[src/hdl/atrc_pkg.sv]
package atrc_pkg;

	localparam int PAT_COUNT = 4;
	localparam int WIN_CELLS = 8;

	localparam logic [7:0] CHAR_NL = 8'h0A;
	localparam logic [7:0] CHAR_NUL = 8'h00;

	// pattern text, last character in the low byte
	localparam logic [71:0] PAT_TEXT_OK = "OK\r\n";
	localparam logic [71:0] PAT_TEXT_ERROR = "ERROR\r\n";
	localparam logic [71:0] PAT_TEXT_BUSY = "busy p...";
	localparam logic [71:0] PAT_TEXT_READY = "ready\r\n";

	typedef enum logic [1:0] {
		MODE_START = 2'd0,
		MODE_BYTE  = 2'd1,
		MODE_TICK  = 2'd2
	} mode_t;

	typedef enum logic [2:0] {
		ACK_NONE  = 3'd0,
		ACK_OK    = 3'd1,
		ACK_ERROR = 3'd2,
		ACK_BUSY  = 3'd3,
		ACK_READY = 3'd4
	} ack_t;

	typedef enum logic [1:0] {
		CAUSE_MATCH   = 2'd0,
		CAUSE_TIMEOUT = 2'd1,
		CAUSE_FULL    = 2'd2
	} cause_t;

	typedef struct packed {
		ack_t   ack_code;
		cause_t end_cause;
	} result_t;

	typedef struct packed {
		logic clear;
		logic shift;
	} cell_ctrl_t;

	function automatic logic [3:0] pat_len(input logic [1:0] p);
		logic [3:0] len;
		case (p)
			2'd0:    len = 4'd4;
			2'd1:    len = 4'd7;
			2'd2:    len = 4'd9;
			default: len = 4'd7;
		endcase
		return len;
	endfunction

	// character expected at distance back from the newest byte
	function automatic logic [7:0] pat_char(input logic [1:0] p, input logic [3:0] back);
		logic [71:0] text;
		case (p)
			2'd0:    text = PAT_TEXT_OK;
			2'd1:    text = PAT_TEXT_ERROR;
			2'd2:    text = PAT_TEXT_BUSY;
			default: text = PAT_TEXT_READY;
		endcase
		return text[8*back +: 8];
	endfunction

	function automatic logic pat_care(input logic [1:0] p, input logic [3:0] back);
		return back < pat_len(p);
	endfunction

endpackage

[src/hdl/atrc_cell.sv]
module atrc_cell (
	input  logic                                            clk,
	input  logic                                            arst_n,
	input  atrc_pkg::cell_ctrl_t                            ctrl,
	input  logic [7:0]                                      din,
	input  logic [atrc_pkg::PAT_COUNT-1:0][7:0]             exp_char,
	input  logic [atrc_pkg::PAT_COUNT-1:0]                  exp_care,
	output logic [7:0]                                      dout,
	output logic [atrc_pkg::PAT_COUNT-1:0]                  hit
);

	logic [7:0] byte_q;

	always_ff @(posedge clk or negedge arst_n) begin
		if (!arst_n) begin
			byte_q <= '0;
		end else if (ctrl.clear) begin
			byte_q <= '0;
		end else if (ctrl.shift) begin
			byte_q <= din;
		end
	end

	assign dout = byte_q;

	// a position beyond the pattern length always agrees
	always_comb begin
		for (int p = 0; p < atrc_pkg::PAT_COUNT; p++) begin
			hit[p] = !exp_care[p] || (byte_q == exp_char[p]);
		end
	end

endmodule

[src/hdl/atrc_out_buf.sv]
module atrc_out_buf (
	input  logic                clk,
	input  logic                arst_n,
	input  logic                push,
	input  atrc_pkg::result_t   din,
	output logic                room,
	output logic                m_tvalid,
	input  logic                m_tready,
	output atrc_pkg::result_t   head
);

	atrc_pkg::result_t head_q;
	atrc_pkg::result_t skid_q;
	logic              head_valid_q;
	logic              skid_valid_q;
	logic              pop;

	assign pop = head_valid_q && m_tready;
	assign room = !skid_valid_q;
	assign m_tvalid = head_valid_q;
	assign head = head_q;

	always_ff @(posedge clk or negedge arst_n) begin
		if (!arst_n) begin
			head_valid_q <= 1'b0;
			skid_valid_q <= 1'b0;
		end else if (pop) begin
			if (skid_valid_q) begin
				skid_valid_q <= push;
			end else begin
				head_valid_q <= push;
			end
		end else if (!head_valid_q) begin
			head_valid_q <= push;
		end else if (push) begin
			skid_valid_q <= 1'b1;
		end
	end

	always_ff @(posedge clk) begin
		if (pop) begin
			if (skid_valid_q) begin
				head_q <= skid_q;
				if (push) begin
					skid_q <= din;
				end
			end else if (push) begin
				head_q <= din;
			end
		end else if (!head_valid_q) begin
			if (push) begin
				head_q <= din;
			end
		end else if (push) begin
			skid_q <= din;
		end
	end

endmodule

[src/hdl/at_response_classifier_unit.sv]
// Classifies a modem reply stream. A start transaction clears the wait state
// and loads the millisecond limit; byte transactions shift through a row of
// eight byte cells so that each new byte is compared against the OK, ERROR,
// busy and ready patterns in the same cycle, and a newline reports the seen
// pattern first in the order OK, ERROR, busy, ready. Tick transactions count
// elapsed time against the limit, and a full buffer of BUFFER_BYTES-1 bytes
// ends the wait with code none. One transaction is accepted every clock cycle;
// its result, if any, is presented on the master side from an output register
// backed by a one-entry skid stage; input stalls only when both are occupied.
module at_response_classifier_unit #(
	parameter int BUFFER_BYTES = 2048
) (
	input  logic        clk,
	input  logic        arst_n,
	input  logic        s_tvalid,
	output logic        s_tready,
	// [1:0] mode, [9:2] data_byte, [25:10] timeout_ms, [31:26] zero
	input  logic [31:0] s_tdata,
	output logic        m_tvalid,
	input  logic        m_tready,
	// [2:0] ack_code, [4:3] end_cause, [7:5] zero
	output logic [7:0]  m_tdata
);

	localparam int CW = $clog2(BUFFER_BYTES);
	localparam logic [CW-1:0] FULL_COUNT = CW'(BUFFER_BYTES - 1);
	localparam int NP = atrc_pkg::PAT_COUNT;
	localparam int NC = atrc_pkg::WIN_CELLS;

	logic [1:0]  in_mode;
	logic [7:0]  in_byte;
	logic [15:0] in_timeout;
	logic        accept;

	logic          waiting_q;
	logic          text_ended_q;
	logic [NP-1:0] seen_q;
	logic [CW-1:0] count_q;
	logic [15:0]   elapsed_q;
	logic [15:0]   limit_q;

	atrc_pkg::cell_ctrl_t        cell_ctrl;
	logic [NC-1:0][7:0]          cell_byte;
	logic [NC-1:0][NP-1:0][7:0]  cell_exp;
	logic [NC-1:0][NP-1:0]       cell_care;
	logic [NC-1:0][NP-1:0]       cell_hit;

	logic          waiting_n;
	logic          text_ended_n;
	logic [NP-1:0] seen_n;
	logic [NP-1:0] match;
	logic [CW-1:0] count_n;
	logic [15:0]   elapsed_n;
	logic          res_push;
	atrc_pkg::result_t res;
	atrc_pkg::result_t head;
	logic          room;

	assign in_mode = s_tdata[1:0];
	assign in_byte = s_tdata[9:2];
	assign in_timeout = s_tdata[25:10];
	assign s_tready = room;
	assign accept = s_tvalid && s_tready;

	// newest cell receives the incoming byte, the rest take their neighbor's
	genvar k, p;
	generate
		for (k = 0; k < NC; k++) begin : g_cell
			for (p = 0; p < NP; p++) begin : g_pat
				assign cell_exp[k][p] = atrc_pkg::pat_char(2'(p), 4'(k + 1));
				assign cell_care[k][p] = atrc_pkg::pat_care(2'(p), 4'(k + 1));
			end
			atrc_cell u_cell (
				.clk      (clk),
				.arst_n   (arst_n),
				.ctrl     (cell_ctrl),
				.din      ((k == 0) ? in_byte : cell_byte[(k == 0) ? 0 : k - 1]),
				.exp_char (cell_exp[k]),
				.exp_care (cell_care[k]),
				.dout     (cell_byte[k]),
				.hit      (cell_hit[k])
			);
		end
	endgenerate

	always_comb begin
		logic all_hit;
		for (int i = 0; i < NP; i++) begin
			all_hit = (in_byte == atrc_pkg::pat_char(2'(i), 4'd0));
			for (int j = 0; j < NC; j++) begin
				all_hit = all_hit && cell_hit[j][i];
			end
			match[i] = all_hit;
		end
	end

	always_comb begin
		cell_ctrl = '0;
		waiting_n = waiting_q;
		text_ended_n = text_ended_q;
		seen_n = seen_q;
		count_n = count_q;
		elapsed_n = elapsed_q;
		res_push = 1'b0;
		res.ack_code = atrc_pkg::ACK_NONE;
		res.end_cause = atrc_pkg::CAUSE_MATCH;
		if (accept) begin
			case (in_mode)
				atrc_pkg::MODE_START: begin
					cell_ctrl.clear = 1'b1;
					waiting_n = 1'b1;
					text_ended_n = 1'b0;
					seen_n = '0;
					count_n = '0;
					elapsed_n = '0;
				end
				atrc_pkg::MODE_BYTE: begin
					if (waiting_q) begin
						cell_ctrl.shift = 1'b1;
						text_ended_n = text_ended_q || (in_byte == atrc_pkg::CHAR_NUL);
						if (!text_ended_n) begin
							seen_n = seen_q | match;
						end
						count_n = count_q + 1'b1;
						if (in_byte == atrc_pkg::CHAR_NL && seen_n != '0) begin
							res_push = 1'b1;
							waiting_n = 1'b0;
							if (seen_n[0]) begin
								res.ack_code = atrc_pkg::ACK_OK;
							end else if (seen_n[1]) begin
								res.ack_code = atrc_pkg::ACK_ERROR;
							end else if (seen_n[2]) begin
								res.ack_code = atrc_pkg::ACK_BUSY;
							end else begin
								res.ack_code = atrc_pkg::ACK_READY;
							end
						end else if (count_n == FULL_COUNT) begin
							res_push = 1'b1;
							waiting_n = 1'b0;
							res.end_cause = atrc_pkg::CAUSE_FULL;
						end
					end
				end
				atrc_pkg::MODE_TICK: begin
					if (waiting_q) begin
						if (elapsed_q != 16'hFFFF) begin
							elapsed_n = elapsed_q + 16'd1;
						end
						if (elapsed_n >= limit_q) begin
							res_push = 1'b1;
							waiting_n = 1'b0;
							res.end_cause = atrc_pkg::CAUSE_TIMEOUT;
						end
					end
				end
				default: begin
				end
			endcase
		end
	end

	always_ff @(posedge clk or negedge arst_n) begin
		if (!arst_n) begin
			waiting_q <= 1'b0;
			text_ended_q <= 1'b0;
			seen_q <= '0;
			count_q <= '0;
			elapsed_q <= '0;
			limit_q <= '0;
		end else begin
			waiting_q <= waiting_n;
			text_ended_q <= text_ended_n;
			seen_q <= seen_n;
			count_q <= count_n;
			elapsed_q <= elapsed_n;
			if (accept && in_mode == atrc_pkg::MODE_START) begin
				limit_q <= in_timeout;
			end
		end
	end

	atrc_out_buf u_out_buf (
		.clk      (clk),
		.arst_n   (arst_n),
		.push     (res_push),
		.din      (res),
		.room     (room),
		.m_tvalid (m_tvalid),
		.m_tready (m_tready),
		.head     (head)
	);

	assign m_tdata = {3'b000, head.end_cause, head.ack_code};

	a_stall_needs_result: assert property (@(posedge clk) disable iff (!arst_n)
		!s_tready |-> m_tvalid)
		else $error("input stalled with no result pending");

	a_timeout_none: assert property (@(posedge clk) disable iff (!arst_n)
		m_tvalid && m_tdata[4:3] == atrc_pkg::CAUSE_TIMEOUT |-> m_tdata[2:0] == atrc_pkg::ACK_NONE)
		else $error("timeout result carries a pattern code");

	a_start_clears: assert property (@(posedge clk) disable iff (!arst_n)
		accept && in_mode == atrc_pkg::MODE_START |=> waiting_q && count_q == '0 && seen_q == '0)
		else $error("start did not open a cleared wait");

	a_result_ends_wait: assert property (@(posedge clk) disable iff (!arst_n)
		res_push && !(accept && in_mode == atrc_pkg::MODE_START) |=> !waiting_q)
		else $error("wait still open after a result");

endmodule

[config.mk]
export PLATFORM = sky130hd
export DESIGN_NAME = at_response_classifier_unit
export DESIGN_NICKNAME = d
export VERILOG_FILES = /design/src/hdl/atrc_pkg.sv /design/src/hdl/atrc_cell.sv /design/src/hdl/atrc_out_buf.sv /design/src/hdl/at_response_classifier_unit.sv
export SDC_FILE = /design/constraint.sdc
export NUM_CORES = 1
export LEC_CHECK = 0
export BUFFER_PORTS_ARGS = -buffer_cell sky130_fd_sc_hd__buf_2
export CORE_ASPECT_RATIO = 1.5
export CORE_MARGIN = 4
export CORE_UTILIZATION = 50
export DETAILED_ROUTE_END_ITERATION = 12
export HOLD_SLACK_MARGIN = 0.03
export PLACE_DENSITY_LB_ADDON = 0.3
export REMOVE_ABC_BUFFERS = 1
export SKIP_LAST_GASP = 1
export SLEW_MARGIN = 15
export SYNTH_ARGS = -nofsm -noshare
export SYNTH_HDL_FRONTEND = slang
export SYNTH_HIERARCHICAL = 1
export SYNTH_SLANG_ARGS = --single-unit
[constraint.sdc]
create_clock -name clk -period 3.47 [get_ports clk]
set_input_delay 0.1735 -clock clk [delete_from_list [all_inputs] [get_ports clk]]
set_output_delay 0.1735 -clock clk [all_outputs]
set_load 0.01 [all_outputs]
* Word-level counts from Yosys, hierarchy flattened
Index checks and enable logic that the tools add are counted.
Widths: inputs -> output; s select.
** Storage, ports and cells
- Bits of input ports :: 36
- Flip-flop bits (word level) :: 125
** Operators by class
- $add $sub $neg :: 2
- Muxes and demuxes :: 76
- Equal/unequal tests :: 31
- Reduce and logical (&&, ||, !) cells :: 41
- Magnitude comparators :: 1
- Bitwise gates (word level) :: 1
** Operators with widths (number)
- $eq 8x7->1 const B :: 17
- $mux 8 :: 16
- $mux 16 :: 5
- $mux 5 :: 10
- $eq 8x6->1 const B :: 4
- $pmux 16 s2 :: 1
- $logic_and 1x1->1 :: 25
- $mux 1 :: 23
- $pmux 11 s2 :: 1
- $mux 4 :: 5
- $add 16x1->16 const B :: 1
- $ge 16x16->1 :: 1
- $ne 16x16->1 const B :: 1
- $mux 3 :: 5
- $add 11x1->11 const B :: 1
- $eq 11x11->1 const B :: 1
- $mux 11 :: 1
- $reduce_bool 2->1 :: 5
- $eq 8x4->1 const B :: 1
- $logic_not 8->1 :: 1
- $mux 2 :: 4
- $ne 2x2->1 const B :: 4
- $pmux 4 s2 :: 1
- $reduce_and 2->1 :: 3
- 13 further kinds :: 15

* Longest topological paths before layout
Gate-level depths: netlist of the first run.
- Depth after elaboration :: 24
- Gate-level depth with buffers :: 16

* Cells and area by module
Netlist of the first run, hierarchy kept.
** Modules (own cells, without submodules)
- atrc_cell :: area an instance 748.2 um^2, cells an instance 78, instances 8
- at_response_classifier_unit :: area an instance 3465.8 um^2, cells an instance 382, instances 1
- atrc_out_buf :: area an instance 526.8 um^2, cells an instance 40, instances 1

* Worst setup path before layout of the first run
No wires, ideal clock.
- Path type :: register to register
- From :: reg, netlist name elapsed_q[3]
- To :: reg u_out_buf/skid_q[0] (netlist bit), enable pin
- Path slack :: 0.087 ns
- Clock period less this slack :: 3.383 ns
- Data arrival time :: 3.043 ns
- Path buffers :: 3
- Setup time :: 0.340 ns
- Cell stages (with the launch flop) :: 16
- Cell sequence :: dfrtp_1 > buf_2 > and4_1 > buf_2 > nand3_1 > nor3_2 > mux2_2 > ha_1 > nand2_1 > o21bai_1 > a21boi_0 > a32oi_1 > a211oi_2 > buf_2 > inv_1 > nor2_1
** RTL lines
- end signal: assignment :: RTL line atrc_out_buf.sv:45 : skid_q <= din;
- end signal: assignment :: RTL line atrc_out_buf.sv:55 : skid_q <= din;
- end: declaration :: RTL line atrc_out_buf.sv:13 : atrc_pkg::result_t skid_q;

==> impl_results.rst, run 1 <==
.. list-table::
   :header-rows: 1

   * - Metric
     - Value
   * - CTS Root Cell
     - clkbuf_16
   * - Most frequent cells in the layout
     - conb_1 (291), xnor2_1 (260), dfrtp_1 (115)
   * - Post-route standard cell area excluding fillers
     - 12300 µm²
   * - Achievable frequency
     - 291 MHz
   * - Proportion of layout cells with a drive suffix above 1
     - 0.145
   * - Fin crit period
     - ~3.4 ns
   * - Clock Skew
     - roughly 0.011 ns
   * - WHS Path Cells
     - 3
   * - Cell taking the most area after synthesis
     - dfrtp_1
   * - Number of primary I/O pins
     - 46
   * - CTS buffer count
     - 17
   * - Critical path launch point
     - elapsed_q[0]
   * - Iteration-0 DRC count of the detailed router
     - a little over 400
   * - Layout area overhead
     - 23.2%
   * - Total Power Consumption
     - 0.00439 W
   * - Slowest cell on the critical path
     - dfrtp_1
   * - Vias per inst
     - roughly 4.7
   * - Number of pins with negative max-slew slack in the final report
     - 0
   * - Maxcap violations
     - 0
   * - Detailed-route DRC error count
     - 0
   * - Iteration count of the initial detailed-routing pass
     - 6
   * - Most used flip-flop cell after synthesis
     - dfrtp_1
   * - Overall die area
     - 22300 µm²
   * - Sequential cell area fraction in the yosys report
     - 0.318
   * - Reg2Reg Depth
     - 15
   * - Die boundary height
     - roughly 180 µm
   * - Area of the core
     - 19700 µm²
   * - Number of enable-type register cells in the synthesized netlist
     - 10
   * - Hold wc startpoint
     - s_tdata[7]
   * - Initial cell density of the core
     - 0.506
   * - Routed wire length per instance
     - 13.2 µm
   * - Cells along the critical path
     - ha_4 -> and4_4 -> nand4_4 -> and2_4 -> nand2_4 -> xnor2_2 -> ha_2 -> a21oi_1 -> a211oi_2 -> a211o_1 -> a32oi_2 -> a211oi_4 -> buf_6 -> mux2i_2 -> o21ai_2
   * - Proportion of netlist area held by the largest area contributor
     - 0.288
   * - Most area-consuming cells after synthesis
     - dfrtp_1 (29%), xnor2_1 (23%), mux2i_1 (7.0%)
   * - Proportion of register bits with asynchronous set or reset after synthesis
     - 0.920
   * - Slack of the worst reg-to-reg path
     - between 0.03 and 0.04 ns
   * - Number of nets in the finished design
     - approximately 1.4k
   * - Dpl hpwl
     - ~16 mm
   * - Ant. Diodes
     - 0
   * - Worst slew pin tran
     - around 0.83 ns
   * - First-pass GRT wire length
     - roughly 37 mm
   * - Via count of the first global-routing pass
     - 7861
   * - Leakage power total
     - 5.27 nW
   * - Number of nets with antenna violations after routing
     - 0
   * - Buffer levels on the longest clock path
     - 2
   * - Initial antenna violation count
     - 0
   * - Count of final setup violators
     - 0
   * - Kind of end point of the critical path
     - flop
   * - Crit share post-route
     - 0.991
   * - End point of the worst hold path
     - g_cell[0].u_cell/dout[5]
   * - Combined global-route utilization of all metal layers
     - 0.204
   * - Number of clock sinks
     - 125
   * - Routed via count
     - roughly 7.8k
   * - Startpoint kind of the worst setup timing path
     - flop
   * - Fill cell instance count of the final layout
     - 1639
   * - Weighted congestion reported at the end of routability-driven placement
     - between 0.8 and 0.9
   * - Data required time at the worst endpoint
     - around 3.6 ns
   * - Delay of the slowest critical-path stage
     - approximately 0.41 ns
   * - Max-slew headroom
     - 0.449
   * - Count of input and output buffers
     - 36
   * - Path category of the worst min-delay check
     - in -> reg
   * - Reg2reg start
     - elapsed_q[0]
   * - Critical path data arrival time
     - 3.60 ns
   * - Post-synthesis instance area
     - 9980 µm²
   * - Row Count
     - 63
   * - Hold violation total from the final report
     - 0
   * - Average cell area after synthesis
     - between 9 and 10 µm²
   * - Area of the multi-input gates
     - between 7000 and 8000 µm²
   * - Total Wirelength
     - ~22 mm
   * - Power density of the placed cells
     - approximately 360 nW/µm²
   * - Reg area
     - 3180 µm²
   * - Hold slack
     - slightly above 0.07 ns
   * - Total number of yosys warnings
     - 6
   * - Library cells used by synthesis
     - 61
   * - Count of state elements after synthesis
     - ~130
   * - H-tree depth
     - 4
   * - Pin count of the biggest net entering global routing
     - 61
   * - Post-detailed-placement cell area
     - about 11000 µm²
   * - Die X
     - about 120 µm
   * - Clock-pin transition on the worst setup and hold timing paths
     - 0.06 ns
   * - Worst IR Drop VDD
     - 351 µV
   * - Capture point of the worst reg-to-reg path
     - u_out_buf/head[1]
   * - Setup CP Type
     - reg -> reg
   * - CTS tree
     - yes
   * - GR Overflow Total
     - 0
   * - Worst-path maximum fanout
     - 6
   * - Clock insertion delay at the later pin of the skew report
     - ~0.43 ns
   * - Unrepaired setup endpoints after global routing
     - true
   * - Gate count of the mapped netlist
     - around 1.0k
   * - Run status
     - finished clean
   * - Most common cell after layout, fill and taps aside
     - conb_1
how the worst max path moves through the flow:
stage	endpoint	cells past startpoint
floorplan	u_out_buf/head[3]	8
global placement	u_out_buf/skid_q[1]	15
detailed placement	u_out_buf/skid_q[1]	15
CTS	u_out_buf/skid_q[1]	15
global route	u_out_buf/head[1]	16
finish	u_out_buf/head[1]	15
cell type report:
cell class                 instances  share of cell area
clock inverter                    10              0.0113
timing repair buffer             117              0.0716
sequential                       125               0.259
multi-input combinational       1084               0.586
tap                              260              0.0265
clock buffer                      21              0.0376
inverter                          28             0.00865
state kept, by name, summed over array words and instances (netlist names):
register,cells
limit_q,16
elapsed_q,16
waiting_q,1
u_out_buf/skid_valid_q,1
u_out_buf/skid_q,5
text_ended_q,1
u_out_buf/m_tvalid,1
count_q,11
u_out_buf/head,5
g_cell.u_cell/dout,64
seen_q,4
cell usage after synthesis (5+ instances only):
library cell,n
nor2_1,91
clkbuf_1,6
inv_1,28
and3_1,10
mux2_2,21
nor3_1,10
nand4_1,76
a31oi_1,8
buf_6,41
ha_1,23
and4_1,6
a22o_1,5
a21oi_1,17
edfxtp_1,10
o21ai_2,5
buf_2,16
buf_4,27
nand2b_1,5
o21ai_0,24
and2_1,5
o21ai_1,33
mux2i_1,70
xor2_1,6
dfrtp_1,115
nand3_1,12
buf_1,8
xnor2_1,264
nand2_1,42
metrics by stage:
stage          TNS, ns  cells  utilization  setup WS, ns
3_3_place_gp     -1.64   1579        0.566        -0.205
2_1_floorplan    -5.48   1237            -        -0.543
3_5_place_dp     -2.32   1579        0.566        -0.261
6_report             0   1645        0.624        0.0312
4_1_cts              0   1637        0.614        0.0137
5_1_grt         -0.341   1645        0.624       -0.0925
power by group:
part | total [W] | switching [W] | internal, W
Sequential | 0.00172 | 0.000147 | 0.00157
Clock | 0.00183 | 0.000665 | 0.00117
Combinational | 0.000838 | 0.000406 | 0.000432
Total | 0.00439 | 0.00122 | 0.00317
logic make-up (layout without fill, tap and decap cells):
group           count (synthesis)  count (layout)  share of synthesized area
compound gates                133             133                     0.0866
xor+xnor                      270             270                      0.237
fa+ha+maj                      23              23                     0.0288
buf+inv                       126             176                     0.0904
flops                         125             125                      0.318
mux                            91              91                     0.0939
other cells                     2             291                   0.000753
simple gates                  276             276                      0.144
metal layers:
metal / GRT usage / vias to the layer above / routed length (µm)
li1: - / 3941 / -
met1: 0.236 / 3701 / 9170
met2: 0.370 / 103 / 11600
met3: 0.0379 / 35 / 519
met4: 0.0687 / 0 / 440
met5: 0 / - / 0
critical path, delay by kind of cell (launching register included):
family          cells  cell delay (ns)
mux                 1             0.18
simple gates        4             0.70
flops               1             0.41
xor+xnor            1             0.10
buf+inv             1             0.15
compound gates      6             1.16
fa+ha+maj           2             0.47
repair_timing:
item / CTS / global route
endpoints found under the hold margin: 79 / 0
resized for setup: 22 / 26
pin swaps: 7 / 14
endpoints found under the setup margin: 10 / 11
buffers inserted: 6 / 8
cloned: 0 / 0
hold buffers: 21 / 0
(Power assumes the default switching activity.)
==> inputs of run 2 (changes only) <==
ABC_AREA = 1   (was not set)
==> impl_results.rst, run 2 <==
.. list-table::
   :header-rows: 1

   * - Metric
     - Value
   * - Iteration count of the initial detailed-routing pass
     - 5 (-1)
   * - Total number of yosys warnings
     - 6 (unchanged)
   * - Net switching power
     - 0.00151 W (+24%)
   * - Hold violation total from the final report
     - 0 (unchanged)
   * - Most used routing layer in global routing
     - met2
   * - WHS Path Cells
     - 3 (unchanged)
   * - Post-synthesis instance area
     - 11100 µm² (+11%)
   * - Most common cell in the synthesized netlist
     - nand2_1
   * - Logic gate share of total power
     - 0.234 (+0.043)
   * - Slack of the worst reg-to-reg path
     - 0.09 ns (+0.06 ns)
   * - Area of the core
     - 21700 µm² (+10%)
   * - Most prevalent standard cell on the critical path
     - nand2_1
   * - Leakage power total
     - 7.36 nW (+40%)
   * - Row Count
     - 66 (+4.8%)
   * - Met3 routing resource usage after global routing
     - 0.0348 (-0.00306)
   * - Routed via count
     - 10.6k (+37%)
   * - Most common cell after layout, fill and taps aside
     - nand2_1
   * - Clock Skew
     - 0.0101 ns (-0.000508 ns)
   * - Clock-pin transition on the worst setup and hold timing paths
     - 0.06 ns (about the same)
   * - Maxcap violations
     - 0 (unchanged)
   * - Worst IR Drop VDD
     - 470 µV (+34%)
   * - Path category of the worst min-delay check
     - in -> reg
   * - Clock share of power
     - 0.392 (-0.026)
   * - Hold slack
     - 0.0491 ns (-0.0226 ns)
   * - Number of nets in the finished design
     - 2263 (+58%)
   * - End point of the worst hold path
     - g_cell[0].u_cell/dout[2]
   * - Number of enable-type register cells in the synthesized netlist
     - 10 (unchanged)
   * - Run status
     - finished clean
   * - Worst slew pin tran
     - 1.15 ns (+0.322 ns)
   * - Total Wirelength
     - 25.9 mm (+19%)
   * - Top cell types by occurrence after synthesis
     - nand2_1 (754), inv_1 (282), xnor2_1 (131), dfrtp_1 (115), nor2_1 (113)
   * - Number of primary I/O pins
     - 46 (unchanged)
   * - Most area-consuming cells after synthesis
     - dfrtp_1 (26%), nand2_1 (26%), xnor2_1 (10%)
   * - Cell taking the most area after synthesis
     - dfrtp_1
   * - First-pass GRT wire length
     - 44.0 mm (+19%)
   * - Proportion of netlist area held by the largest area contributor
     - 0.260 (-0.0283)
   * - Startpoint kind of the worst setup timing path
     - flop
   * - Average cell area after synthesis
     - 6.30 µm² (-34%)
   * - Vias per inst
     - 4.27 (-9.7%)
   * - CTS tree
     - yes
   * - Cells along the critical path
     - ha_2 -> nand2_2 -> nor3_4 -> nand4_4 -> nor3_2 -> xnor2_1 -> nand2_1 -> ha_1 -> nand2_1 -> inv_1 -> nand3_1 -> nor3_2 -> nand3_1 -> nand3_1 -> nand3_2 -> nand2_2 -> inv_2 -> nand2_1 -> nand2_1 -> nand2_1 -> nand2_1
   * - Met1 demand-to-capacity share in global routing
     - 0.235 (-0.00115)
   * - Worst-path maximum fanout
     - 6 (unchanged)
   * - Setup CP Type
     - reg -> reg
   * - Via count of the first global-routing pass
     - 10.1k (+29%)
   * - Combined global-route utilization of all metal layers
     - 0.217 (+0.0134)
   * - Reg2reg start
     - elapsed_q[0]
   * - Hold wc startpoint
     - s_tdata[4]
   * - Proportion of register bits with asynchronous set or reset after synthesis
     - 0.920 (unchanged)
   * - Pin count of the biggest net entering global routing
     - 78 (+28%)
   * - Iteration-0 DRC count of the detailed router
     - 374 (-8.3%)
   * - Delay of the slowest critical-path stage
     - 0.41 ns (about the same)
   * - H-tree depth
     - 4 (unchanged)
   * - Proportion of layout cells with a drive suffix above 1
     - 0.0807 (-0.0644)
   * - Reg2Reg Depth
     - 21 (+6)
   * - Initial cell density of the core
     - 0.509 (+0.00310)
   * - Number of nets with antenna violations after routing
     - 0 (unchanged)
   * - Sum of negative setup slack
     - 0 ns (unchanged)
   * - GR Overflow Total
     - 0 (unchanged)
   * - Achievable frequency
     - 296 MHz (+1.9%)
   * - Library cells used by synthesis
     - 40 (-34%)
   * - Max-slew headroom
     - 0.234 (-0.215)
   * - Critical path's top delay family
     - simple AND/OR/NAND/NOR gates
   * - Ant. Diodes
     - 0 (unchanged)
   * - Clock insertion delay at the later pin of the skew report
     - 0.43 ns (about the same)
   * - Count of state elements after synthesis
     - 125 (unchanged)
   * - Sequential cell area fraction in the yosys report
     - 0.287 (-0.0313)
   * - Most frequent cells in the layout
     - nand2_1 (752), conb_1 (419), inv_1 (281)
   * - Fill cell instance count of the final layout
     - 1991 (+21%)
   * - Switching power share of the total
     - 0.322 (+0.0442)
   * - Capture point of the worst reg-to-reg path
     - u_out_buf/head[0]
   * - Layout area overhead
     - 24.7%
   * - Initial antenna violation count
     - 0 (unchanged)
   * - Total Power Consumption
     - 0.00468 W (+6.7%)
   * - Most used flip-flop cell after synthesis
     - dfrtp_1
   * - Die X
     - 129 µm (+5.0%)
   * - Gate count of the mapped netlist
     - 1757 (+68%)
   * - Slowest cell on the critical path
     - dfrtp_1
   * - Number of pins with negative max-slew slack in the final report
     - 0 (unchanged)
   * - Power Internal
     - 0.00317 W (+0.16%)
   * - Weighted congestion reported at the end of routability-driven placement
     - 0.847 (-2.2%)
   * - Die boundary height
     - 190 µm (+5.1%)
   * - Overall die area
     - 24600 µm² (+10%)
   * - Fin crit period
     - 3.38 ns (-0.0631 ns)
   * - Crit share post-route
     - 0.973 (-0.0182)
   * - Number of buffers and inverters on the critical path
     - 2 (+1)
   * - CTS Root Cell
     - clkbuf_16
   * - Kind of end point of the critical path
     - flop
   * - Number of clock sinks
     - 125 (unchanged)
   * - Seq pwr share
     - 0.374 (-0.017)
   * - Buffer levels on the longest clock path
     - 2 (unchanged)
   * - Count of input and output buffers
     - 36 (unchanged)
   * - Data required time at the worst endpoint
     - 3.65 ns (+0.02 ns)
   * - Post-route standard cell area excluding fillers
     - 13800 µm² (+12%)
   * - Count of final setup violators
     - 0 (unchanged)
   * - Power density of the placed cells
     - 339 nW/µm² (-4.9%)
   * - Post-detailed-placement cell area
     - 12800 µm² (+15%)
   * - Number of flip-flops under the largest register name
     - 64 (unchanged)
   * - Met2 routing resource usage after global routing
     - 0.422 (+0.0518)
   * - Detailed-route DRC error count
     - 0 (unchanged)
   * - Critical path data arrival time
     - 3.55 ns (-0.05 ns)
   * - CTS buffer count
     - 17 (unchanged)
   * - Dpl hpwl
     - 19.2 mm (+22%)
   * - Routed wire length per instance
     - 10.4 µm (-21%)
-- run 2: what timing repair did --
item	CTS	global route
hold endpoints to repair	83	0
setup endpoints to repair	10	11
buffers inserted	0	8
hold buffers	20	0
resized for setup	2	21
pin swaps	0	6
-- run 2: power groups by stage --
stage	registers [W]	clock network [W]	logic (W)
6_report	0.00175	0.00183	0.00109
5_1_grt	0.00177	0.00193	0.00127
4_1_cts	0.00175	0.00186	0.00102
3_5_place_dp	0.00177	0	0.000991
3_3_place_gp	0.00177	0	0.000961
2_1_floorplan	0.00174	0	0.000762
-- run 2: per-stage QoR --
| step | utilization | cells | setup slack, ns |
|---|---|---|---|
| floorplan | - | 2116 | 0.446 |
| global placement | 0.590 | 2429 | 0.154 |
| detailed placement | 0.590 | 2429 | 0.00130 |
| CTS | 0.628 | 2481 | 0.00552 |
| global route | 0.635 | 2489 | -0.146 |
| finish | 0.635 | 2489 | 0.0943 |
-- run 2: how the worst max path moves through the flow --
stage,start,endpoint,depth (start not counted)
after floorplan,elapsed_q[0],u_out_buf/skid_q[0],18
after global placement,elapsed_q[0],u_out_buf/skid_q[1],18
after detailed placement,elapsed_q[0],u_out_buf/skid_q[1],18
after CTS,elapsed_q[0],u_out_buf/skid_q[4],18
after global routing,elapsed_q[0],u_out_buf/head[1],21
final,elapsed_q[0],u_out_buf/head[0],21
-- run 2: final cells by class --
class / count / area [µm²] / area share
sequential: 125 / 3180 / 0.230
clock buffer: 18 / 429 / 0.0311
timing repair buffer: 69 / 518 / 0.0376
inverter: 285 / 1070 / 0.0779
tap: 272 / 340 / 0.0247
multi-input combinational: 1706 / 8080 / 0.586
clock inverter: 14 / 169 / 0.0122
-- run 2: worst min-delay path, delay by kind of cell --
family	cells	cell delay, ns
AND/OR/NAND/NOR	1	0.09
buffers and inverters	1	0.11
AO/OA/AOI/OAI	1	0.06
-- run 2: kinds of logic after synthesis --
| logic type | after synthesis | synth area share |
|---|---|---|
| AND/OR/NAND/NOR | 992 | 0.356 |
| buffers and inverters | 343 | 0.132 |
| XOR/XNOR | 142 | 0.113 |
| AO/OA/AOI/OAI | 130 | 0.0847 |
| flip-flops | 125 | 0.287 |
| adder cells (fa/ha/maj) | 23 | 0.0260 |
| other | 2 | 0.000679 |
-- run 2: metal layers --
| layer | vias up | part of all wire |
|---|---|---|
| li1 | 5730 | - |
| met1 | 4699 | 0.40 |
| met2 | 145 | 0.55 |
| met3 | 57 | 0.023 |
| met4 | 0 | 0.027 |
| met5 | - | 0 |
